## src/cpa_pkg.sv

```systemverilog
// Shared types and constants for the contiguous page allocator.
// Used by every module of the block; depends on nothing else.
`default_nettype none

package cpa_pkg;

	// Default sizing of the page table and of one page.
	localparam int unsigned MAX_PAGES_DEF  = 256;
	localparam int unsigned PAGE_BYTES_DEF = 4096;

	// Field widths fixed by the interface.
	localparam int unsigned CFG_IDX_W  = 4;
	localparam int unsigned CFG_DATA_W = 32;
	localparam int unsigned ZONE_W     = 9;
	localparam int unsigned COUNT_W    = 9;
	localparam int unsigned INDEX_W    = 8;
	localparam int unsigned ADDR_W     = 32;
	localparam int unsigned REF_W      = 8;

	localparam logic [ZONE_W-1:0] ZONE_RESET = 9'd256;

	// Configuration register indexes.
	typedef enum logic [CFG_IDX_W-1:0] {
		REG_ZONE_PAGES   = 4'd0,
		REG_BASE_ADDRESS = 4'd1
	} cfg_reg_t;

	// Request functions.
	typedef enum logic {
		FUNC_ALLOC = 1'b0,
		FUNC_FREE  = 1'b1
	} func_t;

	// Result status codes.
	typedef enum logic [1:0] {
		STAT_OK       = 2'd0,
		STAT_OOM      = 2'd1,
		STAT_BAD_FREE = 2'd2
	} status_t;

	// Sequencer states.
	typedef enum logic [3:0] {
		ST_CLEAR,
		ST_IDLE,
		ST_ALLOC,
		ST_SCAN,
		ST_MSTART,
		ST_MARK,
		ST_MUL,
		ST_ADD,
		ST_FREE_RD,
		ST_FREE_CHK,
		ST_RESULT
	} state_t;

	// One request as it arrives.
	typedef struct packed {
		logic               func;
		logic [COUNT_W-1:0] page_count;
		logic [INDEX_W-1:0] page_index;
	} req_t;

	// One finished result.
	typedef struct packed {
		logic [1:0]         status;
		logic [INDEX_W-1:0] start_index;
		logic [ADDR_W-1:0]  start_address;
		logic               page_released;
	} res_t;

endpackage

`default_nettype wire

```

## src/cpa_ref_store.sv

```systemverilog
// Reference-count memory: one write port and one read port with registered data.
// Depends on cpa_pkg for the count width.
`default_nettype none

module cpa_ref_store
	import cpa_pkg::*;
#(
	parameter int unsigned DEPTH = MAX_PAGES_DEF,
	parameter int unsigned AW    = $clog2(MAX_PAGES_DEF)
) (
	input  wire logic             clk,
	input  wire logic             wr_en,
	input  wire logic [AW-1:0]    wr_addr,
	input  wire logic [REF_W-1:0] wr_data,
	input  wire logic             rd_en,
	input  wire logic [AW-1:0]    rd_addr,
	output logic      [REF_W-1:0] rd_data
);

	logic [REF_W-1:0] mem_q [DEPTH];

	// Write port.
	always_ff @(posedge clk) begin
		if (wr_en) begin
			mem_q[wr_addr] <= wr_data;
		end
	end

	// Read port, data appears the cycle after the address.
	always_ff @(posedge clk) begin
		if (rd_en) begin
			rd_data <= mem_q[rd_addr];
		end
	end

endmodule

`default_nettype wire

```

## src/cpa_seq.sv

```systemverilog
// Sequencer and shared adder for the allocator: clearing pass, first-fit scan,
// run marking, free and address forming. Depends on cpa_pkg and cpa_ref_store.
`default_nettype none

module cpa_seq
	import cpa_pkg::*;
#(
	parameter int unsigned MAX_PAGES  = MAX_PAGES_DEF,
	parameter int unsigned PAGE_BYTES = PAGE_BYTES_DEF,
	parameter int unsigned AW         = $clog2(MAX_PAGES),
	parameter int unsigned ZW         = ((AW + 1) > ZONE_W) ? (AW + 1) : ZONE_W
) (
	input  wire logic              clk,
	input  wire logic              arst_n,
	input  wire logic [ZW-1:0]     zone_eff,
	input  wire logic [ADDR_W-1:0] base_addr,
	input  wire logic              req_go,
	input  wire req_t              req,
	output logic                   idle,
	output logic                   res_vld,
	input  wire logic              res_take,
	output res_t                   res
);

	localparam logic [ADDR_W-1:0] PAGE_W   = ADDR_W'(PAGE_BYTES);
	localparam logic [AW-1:0]     LAST_IDX = AW'(MAX_PAGES - 1);

	state_t state_q, state_d;

	req_t             req_q;
	logic [ZW-1:0]    scan_q;
	logic [ZW-1:0]    run_q;
	logic [ZW-1:0]    cnt_m1_q;
	logic [AW-1:0]    end_q;
	logic [AW-1:0]    mark_q;
	logic             chk_vld_s1;
	logic [AW-1:0]    chk_idx_s1;
	logic [ADDR_W-1:0] prod_q;

	logic [1:0]         status_q;
	logic [INDEX_W-1:0] sidx_q;
	logic [ADDR_W-1:0]  addr_q;
	logic               rel_q;

	// Shared adder operands.
	logic [ADDR_W-1:0] alu_a, alu_b, alu_sum;
	logic              alu_sub;

	// Memory controls.
	logic             mem_wr_en, mem_rd_en;
	logic [AW-1:0]    mem_wr_addr, mem_rd_addr;
	logic [REF_W-1:0] mem_wr_data, mem_rd_data;

	logic scan_issue, page_free, run_found, alloc_reject, free_reject;

	cpa_ref_store #(
		.DEPTH (MAX_PAGES),
		.AW    (AW)
	) u_store (
		.clk     (clk),
		.wr_en   (mem_wr_en),
		.wr_addr (mem_wr_addr),
		.wr_data (mem_wr_data),
		.rd_en   (mem_rd_en),
		.rd_addr (mem_rd_addr),
		.rd_data (mem_rd_data)
	);

	// The adder/subtractor shared by the allocate, scan, marking, address and free steps.
	assign alu_sum = alu_a + (alu_sub ? ~alu_b : alu_b) + ADDR_W'(alu_sub);

	assign scan_issue   = scan_q < zone_eff;
	assign page_free    = mem_rd_data == '0;
	assign run_found    = chk_vld_s1 && page_free && (run_q == cnt_m1_q);
	assign alloc_reject = (req_q.page_count == '0) || (ZW'(req_q.page_count) > zone_eff);
	assign free_reject  = ZW'(req_q.page_index) >= zone_eff;

	// State register.
	always_ff @(posedge clk or negedge arst_n) begin
		if (!arst_n) begin
			state_q <= ST_CLEAR;
		end else begin
			state_q <= state_d;
		end
	end

	// Next state, memory controls and adder operand selection.
	always_comb begin
		state_d     = state_q;
		mem_wr_en   = 1'b0;
		mem_wr_addr = mark_q;
		mem_wr_data = '0;
		mem_rd_en   = 1'b0;
		mem_rd_addr = AW'(scan_q);
		alu_a       = '0;
		alu_b       = ADDR_W'(1);
		alu_sub     = 1'b0;
		unique case (state_q)
			ST_CLEAR: begin
				mem_wr_en = 1'b1;
				if (mark_q == LAST_IDX) begin
					state_d = ST_IDLE;
				end
			end
			ST_IDLE: begin
				if (req_go) begin
					state_d = (req.func == FUNC_FREE) ? ST_FREE_RD : ST_ALLOC;
				end
			end
			ST_ALLOC: begin
				alu_a   = ADDR_W'(req_q.page_count);
				alu_sub = 1'b1;
				state_d = alloc_reject ? ST_RESULT : ST_SCAN;
			end
			ST_SCAN: begin
				mem_rd_en = scan_issue;
				alu_a     = ADDR_W'(run_q);
				if (run_found) begin
					state_d = ST_MSTART;
				end else if (!chk_vld_s1 && !scan_issue) begin
					state_d = ST_RESULT;
				end
			end
			ST_MSTART: begin
				alu_a   = ADDR_W'(end_q);
				alu_b   = ADDR_W'(cnt_m1_q);
				alu_sub = 1'b1;
				state_d = ST_MARK;
			end
			ST_MARK: begin
				mem_wr_en   = 1'b1;
				mem_wr_data = REF_W'(1);
				alu_a       = ADDR_W'(mark_q);
				if (mark_q == end_q) begin
					state_d = ST_MUL;
				end
			end
			ST_MUL: begin
				state_d = ST_ADD;
			end
			ST_ADD: begin
				alu_a   = base_addr;
				alu_b   = prod_q;
				state_d = ST_RESULT;
			end
			ST_FREE_RD: begin
				mem_rd_en   = !free_reject;
				mem_rd_addr = AW'(req_q.page_index);
				state_d     = free_reject ? ST_RESULT : ST_FREE_CHK;
			end
			ST_FREE_CHK: begin
				alu_a       = ADDR_W'(mem_rd_data);
				alu_sub     = 1'b1;
				mem_wr_addr = AW'(req_q.page_index);
				mem_wr_data = alu_sum[REF_W-1:0];
				mem_wr_en   = !page_free;
				state_d     = ST_RESULT;
			end
			ST_RESULT: begin
				if (res_take) begin
					state_d = ST_IDLE;
				end
			end
			default: begin
				state_d = ST_IDLE;
			end
		endcase
	end

	// Control registers: clear/mark counter and scan pipeline valid.
	always_ff @(posedge clk or negedge arst_n) begin
		if (!arst_n) begin
			mark_q     <= '0;
			chk_vld_s1 <= 1'b0;
		end else begin
			chk_vld_s1 <= (state_q == ST_SCAN) && scan_issue && !run_found;
			unique case (state_q)
				ST_CLEAR:  mark_q <= mark_q + AW'(1);
				ST_MSTART: mark_q <= AW'(alu_sum);
				ST_MARK:   mark_q <= AW'(alu_sum);
				default:   mark_q <= mark_q;
			endcase
		end
	end

	// Datapath registers, no reset needed.
	always_ff @(posedge clk) begin
		chk_idx_s1 <= AW'(scan_q);
		unique case (state_q)
			ST_IDLE: begin
				if (req_go) begin
					req_q    <= req;
					status_q <= STAT_OK;
					sidx_q   <= '0;
					addr_q   <= '0;
					rel_q    <= 1'b0;
				end
			end
			ST_ALLOC: begin
				cnt_m1_q <= ZW'(alu_sum);
				scan_q   <= '0;
				run_q    <= '0;
				if (alloc_reject) begin
					status_q <= STAT_OOM;
				end
			end
			ST_SCAN: begin
				if (scan_issue) begin
					scan_q <= scan_q + ZW'(1);
				end
				if (chk_vld_s1) begin
					run_q <= page_free ? ZW'(alu_sum) : '0;
				end
				if (run_found) begin
					end_q <= chk_idx_s1;
				end else if (!chk_vld_s1 && !scan_issue) begin
					status_q <= STAT_OOM;
				end
			end
			ST_MSTART: begin
				sidx_q <= INDEX_W'(alu_sum);
			end
			ST_MUL: begin
				prod_q <= ADDR_W'({{(ADDR_W-INDEX_W){1'b0}}, sidx_q} * PAGE_W);
			end
			ST_ADD: begin
				addr_q <= alu_sum;
			end
			ST_FREE_RD: begin
				if (free_reject) begin
					status_q <= STAT_BAD_FREE;
				end
			end
			ST_FREE_CHK: begin
				if (page_free) begin
					status_q <= STAT_BAD_FREE;
				end else begin
					rel_q <= alu_sum[REF_W-1:0] == '0;
				end
			end
			default: begin
				status_q <= status_q;
			end
		endcase
	end

	assign idle    = state_q == ST_IDLE;
	assign res_vld = state_q == ST_RESULT;

	always_comb begin
		res.status        = status_q;
		res.start_index   = sidx_q;
		res.start_address = addr_q;
		res.page_released = rel_q;
	end

	// The memory never reads and writes in the same cycle.
	a_no_rw_clash: assert property (@(posedge clk) disable iff (!arst_n)
		!(mem_wr_en && mem_rd_en))
		else $error("page count memory read and written together");

	// Marking writes stay inside the zone.
	a_mark_in_zone: assert property (@(posedge clk) disable iff (!arst_n)
		(state_q == ST_MARK) |-> (ZW'(mark_q) < zone_eff))
		else $error("run marking beyond zone end");

	// Every checked scan page lies inside the zone.
	a_scan_in_zone: assert property (@(posedge clk) disable iff (!arst_n)
		chk_vld_s1 |-> (ZW'(chk_idx_s1) < zone_eff))
		else $error("scan checked a page beyond zone end");

	// A delivered result returns the sequencer to idle.
	a_result_to_idle: assert property (@(posedge clk) disable iff (!arst_n)
		(res_vld && res_take) |=> (state_q == ST_IDLE))
		else $error("sequencer did not return to idle after result");

endmodule

`default_nettype wire

```

## src/contiguous_page_allocator.sv

```systemverilog
// Allocate: after acceptance the page counts are scanned first-fit, one page a cycle, then
// the pages of a found run are marked, then the address is formed. Free: the page's count is
// read, then checked and decremented. One request at a time; the next can be taken in the
// cycle after the result enters the output register. After reset a clearing pass zeroes
// every count; no request is taken meanwhile, configuration writes are taken at any time.
// Top level: configuration registers, output register; uses cpa_pkg and cpa_seq.
`default_nettype none

module contiguous_page_allocator
	import cpa_pkg::*;
#(
	parameter int unsigned MAX_PAGES  = MAX_PAGES_DEF,
	parameter int unsigned PAGE_BYTES = PAGE_BYTES_DEF
) (
	input  wire logic                  clk,
	input  wire logic                  arst_n,
	// Configuration write channel.
	input  wire logic                  cfg_valid,
	output logic                       cfg_ready,
	input  wire logic [CFG_IDX_W-1:0]  cfg_index,
	input  wire logic [CFG_DATA_W-1:0] cfg_data,
	// Request channel.
	input  wire logic                  in_valid,
	output logic                       in_stall,
	input  wire logic                  func,
	input  wire logic [COUNT_W-1:0]    page_count,
	input  wire logic [INDEX_W-1:0]    page_index,
	// Result channel.
	output logic                       out_valid,
	input  wire logic                  out_stall,
	output logic [1:0]                 status,
	output logic [INDEX_W-1:0]         start_index,
	output logic [ADDR_W-1:0]          start_address,
	output logic                       page_released
);

	localparam int unsigned AW = $clog2(MAX_PAGES);
	localparam int unsigned ZW = ((AW + 1) > ZONE_W) ? (AW + 1) : ZONE_W;
	localparam logic [ZW-1:0] MAX_Z = ZW'(MAX_PAGES);

	logic [ZONE_W-1:0] zone_q;
	logic [ADDR_W-1:0] base_q;
	logic [ZW-1:0]     zone_eff;
	logic              seq_idle, res_vld, res_take, req_go;
	req_t              req;
	res_t              res, out_q;
	logic              out_valid_q;

	// Configuration registers.
	assign cfg_ready = 1'b1;

	always_ff @(posedge clk or negedge arst_n) begin
		if (!arst_n) begin
			zone_q <= ZONE_RESET;
			base_q <= '0;
		end else if (cfg_valid && cfg_ready) begin
			unique case (cfg_index)
				REG_ZONE_PAGES:   zone_q <= cfg_data[ZONE_W-1:0];
				REG_BASE_ADDRESS: base_q <= cfg_data[ADDR_W-1:0];
				default: begin
					zone_q <= zone_q;
				end
			endcase
		end
	end

	// Zone sizes above the table depth act as the table depth.
	assign zone_eff = (ZW'(zone_q) > MAX_Z) ? MAX_Z : ZW'(zone_q);

	// Request hand-off into the sequencer.
	assign in_stall = !seq_idle;
	assign req_go   = in_valid && !in_stall;

	always_comb begin
		req.func       = func;
		req.page_count = page_count;
		req.page_index = page_index;
	end

	cpa_seq #(
		.MAX_PAGES  (MAX_PAGES),
		.PAGE_BYTES (PAGE_BYTES),
		.AW         (AW),
		.ZW         (ZW)
	) u_seq (
		.clk       (clk),
		.arst_n    (arst_n),
		.zone_eff  (zone_eff),
		.base_addr (base_q),
		.req_go    (req_go),
		.req       (req),
		.idle      (seq_idle),
		.res_vld   (res_vld),
		.res_take  (res_take),
		.res       (res)
	);

	// Output register: a finished result waits here until it is taken.
	assign res_take = !out_valid_q || !out_stall;

	always_ff @(posedge clk or negedge arst_n) begin
		if (!arst_n) begin
			out_valid_q <= 1'b0;
		end else if (res_vld && res_take) begin
			out_valid_q <= 1'b1;
		end else if (!out_stall) begin
			out_valid_q <= 1'b0;
		end
	end

	always_ff @(posedge clk) begin
		if (res_vld && res_take) begin
			out_q <= res;
		end
	end

	assign out_valid     = out_valid_q;
	assign status        = out_q.status;
	assign start_index   = out_q.start_index;
	assign start_address = out_q.start_address;
	assign page_released = out_q.page_released;

endmodule

`default_nettype wire
```

## config.mk

```make
export PLATFORM = sky130hd
export DESIGN_NAME = contiguous_page_allocator
export DESIGN_NICKNAME = d
export VERILOG_FILES = /design/src/cpa_pkg.sv /design/src/cpa_ref_store.sv /design/src/cpa_seq.sv /design/src/contiguous_page_allocator.sv
export SDC_FILE = /design/constraint.sdc
export NUM_CORES = 2
export LEC_CHECK = 0
export BUFFER_PORTS_ARGS = -buffer_cell sky130_fd_sc_hd__clkbuf_2
export CORE_MARGIN = 2
export CORE_UTILIZATION = 50
export CTS_CLUSTER_SIZE = 16
export DETAILED_ROUTE_END_ITERATION = 8
export PLACE_DENSITY = 0.64
export SYNTH_ARGS = -nofsm -noshare
export SYNTH_HDL_FRONTEND = slang
export SYNTH_SLANG_ARGS = --single-unit
```

## constraint.sdc

```tcl
create_clock -name clk -period 13.4 [get_ports clk]
set_clock_uncertainty 0.1 [all_clocks]
set_input_delay 1.34 -clock clk [delete_from_list [all_inputs] [get_ports clk]]
set_output_delay 1.34 -clock clk [all_outputs]
set_load 0.01 [all_outputs]
```

**Word-level counts from Yosys, hierarchy flattened**

Memory sizes are Yosys's and may differ from the RTL's. A register that Yosys moved wholly into a read port is not among the register bits.
Cells that the tools add are included.

- Word-level logic and storage cells: 147
- RAM bits: 2048
- Memories: 1
- Flip-flop bits (word level): 209

Memory list:

| name | words | bits a word | rd ports | clocked after memory_dff | wr ports | line | source |
|---|---|---|---|---|---|---|---|
| u_seq.u_store.mem_q | 256 | 8 | 1 | 1 | 1 | cpa_ref_store.sv:20 | `logic [REF_W-1:0] mem_q [DEPTH];` |

- $lt $le $gt $ge: 4
- Bitwise logic cells: 1
- Equal/unequal tests: 28
- Multiplexer cells: 44
- Add/sub/neg operators: 4
- Reductions and logical operators: 43

Operators by type and width:

| cell | count |
|---|---|
| $pmux W32 S6 | 1 |
| $mux W32 | 2 |
| $pmux W32 S2 | 1 |
| $pmux W8 S2 | 3 |
| $pmux W20 S2 | 1 |
| $pmux W4 S10 | 1 |
| $mux W9 | 4 |
| $pmux W9 S2 | 2 |
| $add A32 B1 Y32 | 1 |
| $add A32 B32 Y32 | 1 |
| $mux W4 | 8 |
| $not A20 Y32 | 1 |
| $mux W8 | 3 |
| $ne A2 B1 Y1 const B | 11 |
| $eq A4 B3 Y1 const B | 4 |
| $logic_not A8 Y1 | 2 |
| $reduce_and A2 Y1 | 8 |
| $mux W2 | 7 |
| $eq A4 B4 Y1 const B | 3 |
| $pmux W2 S5 | 1 |
| $reduce_bool A2 Y1 | 5 |
| $add A9 B1 Y9 const B | 1 |
| $eq A9 B9 Y1 | 1 |
| $ge A8 B9 Y1 | 1 |
| 23 further kinds | 51 |

**Longest topological paths before layout**

- Depth after elaboration: 9
- Mapped depth: 19

**Modules after synthesis**

From an unflattened synthesis, not the netlist that was laid out.

- Cells, all modules: 4747
- Area total of the unflattened synthesis: 90914.7 µm²

Modules (own cells, without submodules):

| module | area each (µm²) | instances | sequential area each (µm²) | cells an instance |
|---|---|---|---|---|
| cpa_ref_store | 79636.4 | 1 | 61739.2 | 3733 |
| cpa_seq | 8157.8 | 1 | 3578.4 | 865 |
| contiguous_page_allocator | 3120.5 | 1 | 2343.5 | 149 |

**Worst setup path before layout**

Ideal clock, no wire load.

- Path kind: register -> register
- From: reg u_seq.state_q[2]
- To: mem u_seq.u_store.mem_q[0][6] (data pin)
- Path buffers: 3
- Data arrival time: 9108 ps
- Period minus slack after synthesis: 10601 ps
- Stages on the path, launching flop included: 15
- Library setup time: 1393 ps
- Path slack: 2799 ps
- Cells stage by stage: dfrtp_1 -> buf_4 -> clkbuf_1 -> nand2b_1 -> nor2_1 -> clkbuf_1 -> nor3_1 -> a21oi_1 -> fa_1 -> a211o_1 -> o211ai_1 -> nand2b_1 -> a21oi_1 -> xor2_1 -> nor2_1

- Word-level cells in the longest chain between the ends: 7
- Elaborated cells on any way between the ends: 15

Ends and longest elaborated chain:

| element | line | source |
|---|---|---|
| from (decl) | cpa_seq.sv:28 | `state_t state_q, state_d;` |
| from (signal assigned) | cpa_seq.sv:83 | `state_q <= state_d;` |
| $eq A4 B2 Y1, or another cell as far along | cpa_seq.sv:98 | `unique case (state_q)` |
| $reduce_or A3 Y1 (no source line) or $pmux W20 S2 (tied branches) | - |  |
| $mux W1 or $not A20 Y32 (tied branches) | cpa_seq.sv:98, cpa_seq.sv:70 |  |
| $mux W32 | cpa_seq.sv:70 | `assign alu_sum = alu_a + (alu_sub ? ~alu_b : alu_b) + ADDR_W'(alu_sub);` |
| $add A32 B32 Y32 | cpa_seq.sv:70 |  |
| $add A32 B1 Y32 | cpa_seq.sv:70 |  |
| $pmux W8 S2 (*) | cpa_seq.sv:98 |  |
| net u_seq.mem_wr_data[6] | cpa_seq.sv:52 | `logic [REF_W-1:0] mem_wr_data, mem_rd_data;` |
| to (decl) | cpa_ref_store.sv:20 |  |

Mark *: on every way through the listed nets, which the timed path passes. The rest lies on a longest branch.

**Worst setup path after layout**

- From: reg u_seq.state_q[1]
- To: reg u_seq.u_store.rd_data[5], read port of u_seq.u_store.mem_q (data pin)

- Word-level cells in the longest chain between the ends: 2
- Elaborated cells on any way between the ends: 4

Ends and longest elaborated chain:

| element | line | source |
|---|---|---|
| $eq A4 B4 Y1 or $eq A4 B2 Y1 (tied branches) | cpa_seq.sv:98 |  |
| $pmux W1 S2 or $mux W8 (tied branches) | cpa_seq.sv:98 |  |
| to (decl) | cpa_ref_store.sv:17 | `output logic [REF_W-1:0] rd_data` |

Parallel ways exist; a longest one is shown, timed or not.
A chain may end at the register's enable or synchronous reset.

==> results.sh <==
export IMPL_hold_worst_slack_ns=0.310
export IMPL_fp_dieW_um=433
export IMPL_setup_tns_final_ns=0
export IMPL_dp_hpwl_um=162000
export IMPL_ys_seq_elements=2265
export IMPL_syn2layout_area_growth_pct=11.1
export IMPL_grt_pass1_vias=54500
export IMPL_nets=6516
export IMPL_arrival_ns=7.39
export IMPL_max_freq_mhz=145
export IMPL_root_buffer="clkbuf_16"
export IMPL_netlist_area_um2=91900
export IMPL_initial_utilization=0.503
export IMPL_htreeDepth=4
export IMPL_die_area_um2=187000
export IMPL_final_common_cell="edfxtp_1"
export IMPL_leakage_nw=30.5
export IMPL_rsz0062_at_grt="false"
export IMPL_synthTopCellsByArea="edfxtp_1, nand2_1, mux4_2, nand3_1, mux2i_1"
export IMPL_syn_num_nets=6441
export IMPL_crit_slowest_cell="a221oi_1"
export IMPL_clk_pin_slew_ns=0.07
export IMPL_power_frac_seq=0.553
export IMPL_ir_worst_vdd_mv=0.138
export IMPL_slew_headroom=0.0984
export IMPL_clock_path_buffers=3
export IMPL_tightest_slew_ns=1.35
export IMPL_cts_resized_gates=0
export IMPL_num_rows=157
export IMPL_die_height_um=433
export IMPL_vias=57200
export IMPL_grt_max_degree=236
export IMPL_crit_path_end_kind="flop"
export IMPL_clkPwrFrac=0.441
export IMPL_grt_pass1_wl_um=391000
export IMPL_hold_viol=0
export IMPL_drt_wl_total_um=274000
export IMPL_port_buffers=103
export IMPL_pwr_share_comb=0.006
export IMPL_gp_congestion=0.898
export IMPL_synth_top_cell_area_share=0.719
export IMPL_overflow=0
export IMPL_routedWlPerCell_um=30.3
export IMPL_cap_viol_max_count=0
export IMPL_crit_path_max_fanout=110
export IMPL_post_route_min_period_ns=6.90
export IMPL_synth_cell_types=83
export IMPL_cts_sinks=2265
export IMPL_grt_use_total=0.290
export IMPL_ys_flop_type="edfxtp_1"
export IMPL_drv_slew=0
export IMPL_synth_area_per_cell_um2=14.5
export IMPL_fin_crit_sh=0.515
export IMPL_antenna_found_initial=15
export IMPL_hold_path_class="reg2reg"
export IMPL_drive_gt1_frac=0.118
export IMPL_async_flop_share=0.0243
export IMPL_firstDrtPassIters=8
export IMPL_powerDensity_nw_per_um2=136
export IMPL_critPathKind="reg2reg"
export IMPL_intPower_w=0.0111
export IMPL_ant_nets=0
export IMPL_drtIter0Drc=8517
export IMPL_drc=0
export IMPL_yosysWarningCount=0
export IMPL_worstPathCellList="nor4b_4 -> buf_4 -> mux2i_4 -> buf_12 -> buf_12 -> buf_4 -> mux4_2 -> a22oi_1 -> o21ai_0 -> a221oi_1 -> o32a_1 -> a211oi_1"
export IMPL_clk_latency_ns=0.90
export IMPL_core_um2=183000
export IMPL_io_pins=105
export IMPL_final_cell_mix="edfxtp_1, nand2_1, nor2_1"
export IMPL_synthCells=6324
export IMPL_worstPathRequired_ns=13.89
export IMPL_final_setup_viol_count=0
export IMPL_critical_path_max_stage_delay_ns=0.78
export IMPL_swShare=0.200
export IMPL_cts_made_buffers=222
export IMPL_synth_largest_area_cell="edfxtp_1"
export IMPL_cts_tree="yes"
export IMPL_ys_seq_area_frac=0.736
export IMPL_vias_per_cell=6.32
export IMPL_cts_hold_buffers=0
export IMPL_p_sw_w=0.00278
export IMPL_startpoint_type="flop"
export IMPL_post_cts_setup_buffers=0
export IMPL_synth_edf_count=2202
export IMPL_outcome="completed"
-- cell type report --
| class | count | area [µm²] |
|---|---|---|
| clock buffer | 278 | 5800 |
| timing repair buffer | 234 | 1630 |
| multi-input combinational | 3652 | 22500 |
| fill | 14400 | 80800 |
| tap | 2464 | 3080 |
| sequential | 2265 | 67700 |
| inverter | 24 | 90.1 |
| clock inverter | 126 | 1300 |
| antenna | 1 | 2.50 |
-- per-layer routing --
metal | wire length [µm] | vias to the layer above | track usage
met4 | 14400 | 12 | 0.139
li1 | - | 24200 | -
met1 | 104000 | 28700 | 0.397
met5 | 117 | - | 0
met2 | 124000 | 3581 | 0.442
met3 | 30600 | 632 | 0.0659
-- metrics by stage --
| stage | util | instance area, µm² | worst slack (ns) | power [W] | std cells |
|---|---|---|---|---|---|
| 5_1_grt | 0.558 | 102000 | 6.31 | 0.0142 | 9043 |
| 2_1_floorplan | - | 91900 | 2.80 | 0.00790 | 6324 |
| 4_1_cts | 0.558 | 102000 | 6.77 | 0.0140 | 9043 |
| 3_5_place_dp | 0.519 | 95000 | 6.87 | 0.00794 | 8639 |
| 6_report | 0.558 | 102000 | 6.50 | 0.0139 | 9044 |
| 3_3_place_gp | 0.519 | 95000 | 6.48 | 0.00793 | 8637 |
-- power groups by stage --
stage	Sequential [W]	Clock [W]	Combinational, W
after floorplan	0.00784	0	0.0000604
after global placement	0.00785	0	0.0000846
after detailed placement	0.00785	0	0.0000881
after CTS	0.00770	0.00618	0.0000888
after global routing	0.00770	0.00645	0.0000993
final	0.00770	0.00614	0.0000877
-- cells by family (layout without fill, tap and decap cells) --
kind of cell / Yosys count / count (layout) / synth area share
buf+inv: 407 / 662 / 0.0225
mux: 370 / 370 / 0.0588
simple gates: 2308 / 2308 / 0.107
flops: 2265 / 2265 / 0.736
xor+xnor: 52 / 52 / 0.00495
compound gates: 863 / 863 / 0.0624
fa+ha+maj: 58 / 58 / 0.00798
other cells: 1 / 2 / 0.0000408
-- state kept, by name, indices dropped and copies added, names as in the netlist, 9 cells and up --
| signal | flops |
|---|---|
| u_seq.run_q | 9 |
| u_seq.u_store.mem_q | 2048 |
| zone_q | 9 |
| u_seq.req_q | 17 |
| u_seq.scan_q | 9 |
| base_q | 32 |
| start_address | 32 |
| u_seq.cnt_m1_q | 9 |
| u_seq.addr_q | 32 |
-- final timing paths --
check                      slack [ns]              from                       end  cells after the start
setup / recovery                 6.50  u_seq.state_q[1]  u_seq.u_store.rd_data[5]                     12
hold / removal                   0.31  u_seq.addr_q[15]         start_address[15]                      0
setup reg to reg                 6.50  u_seq.state_q[1]  u_seq.u_store.rd_data[5]                     12
hold reg to reg                  0.31  u_seq.addr_q[15]         start_address[15]                      0
max in group asynchronous       12.12            arst_n                base_q[27]                      2
min in group asynchronous        0.51            arst_n                base_q[12]                      2
-- cell usage after synthesis (7+ instances only) --
master / count
and3_1: 49
nor2_1: 421
a31oi_1: 96
mux2i_1: 191
a22oi_1: 108
nand2_1: 1223
nor3_1: 35
clkbuf_1: 117
nand3_1: 386
ha_1: 57
and2_1: 28
o211ai_1: 9
a32oi_1: 83
a21o_1: 25
xnor2_1: 36
mux4_2: 130
buf_6: 18
or4_1: 7
o221ai_1: 33
xor2_1: 16
o22ai_1: 27
edfxtp_1: 2202
a211oi_1: 13
nand3b_1: 14
buf_1: 30
or3_1: 10
nor4_1: 37
inv_1: 23
nand4_1: 43
a21oi_1: 294
dfrtp_1: 54
buf_2: 165
o32ai_1: 13
nor2b_1: 12
nand2b_1: 26
o2111ai_1: 10
a221oi_1: 36
mux2_2: 46
a2111oi_0: 10
dfxtp_1: 8
o21ai_0: 53
buf_4: 53
-- worst max-delay path: cells and delay by family (launching register included) --
kind | cells | cell delay [ns]
mux | 2 | 1.18
simple gates | 1 | 0.39
buf+inv | 4 | 2.21
compound gates | 5 | 1.48
flops | 1 | 0.72
Power figures use the tool's default switching activity.
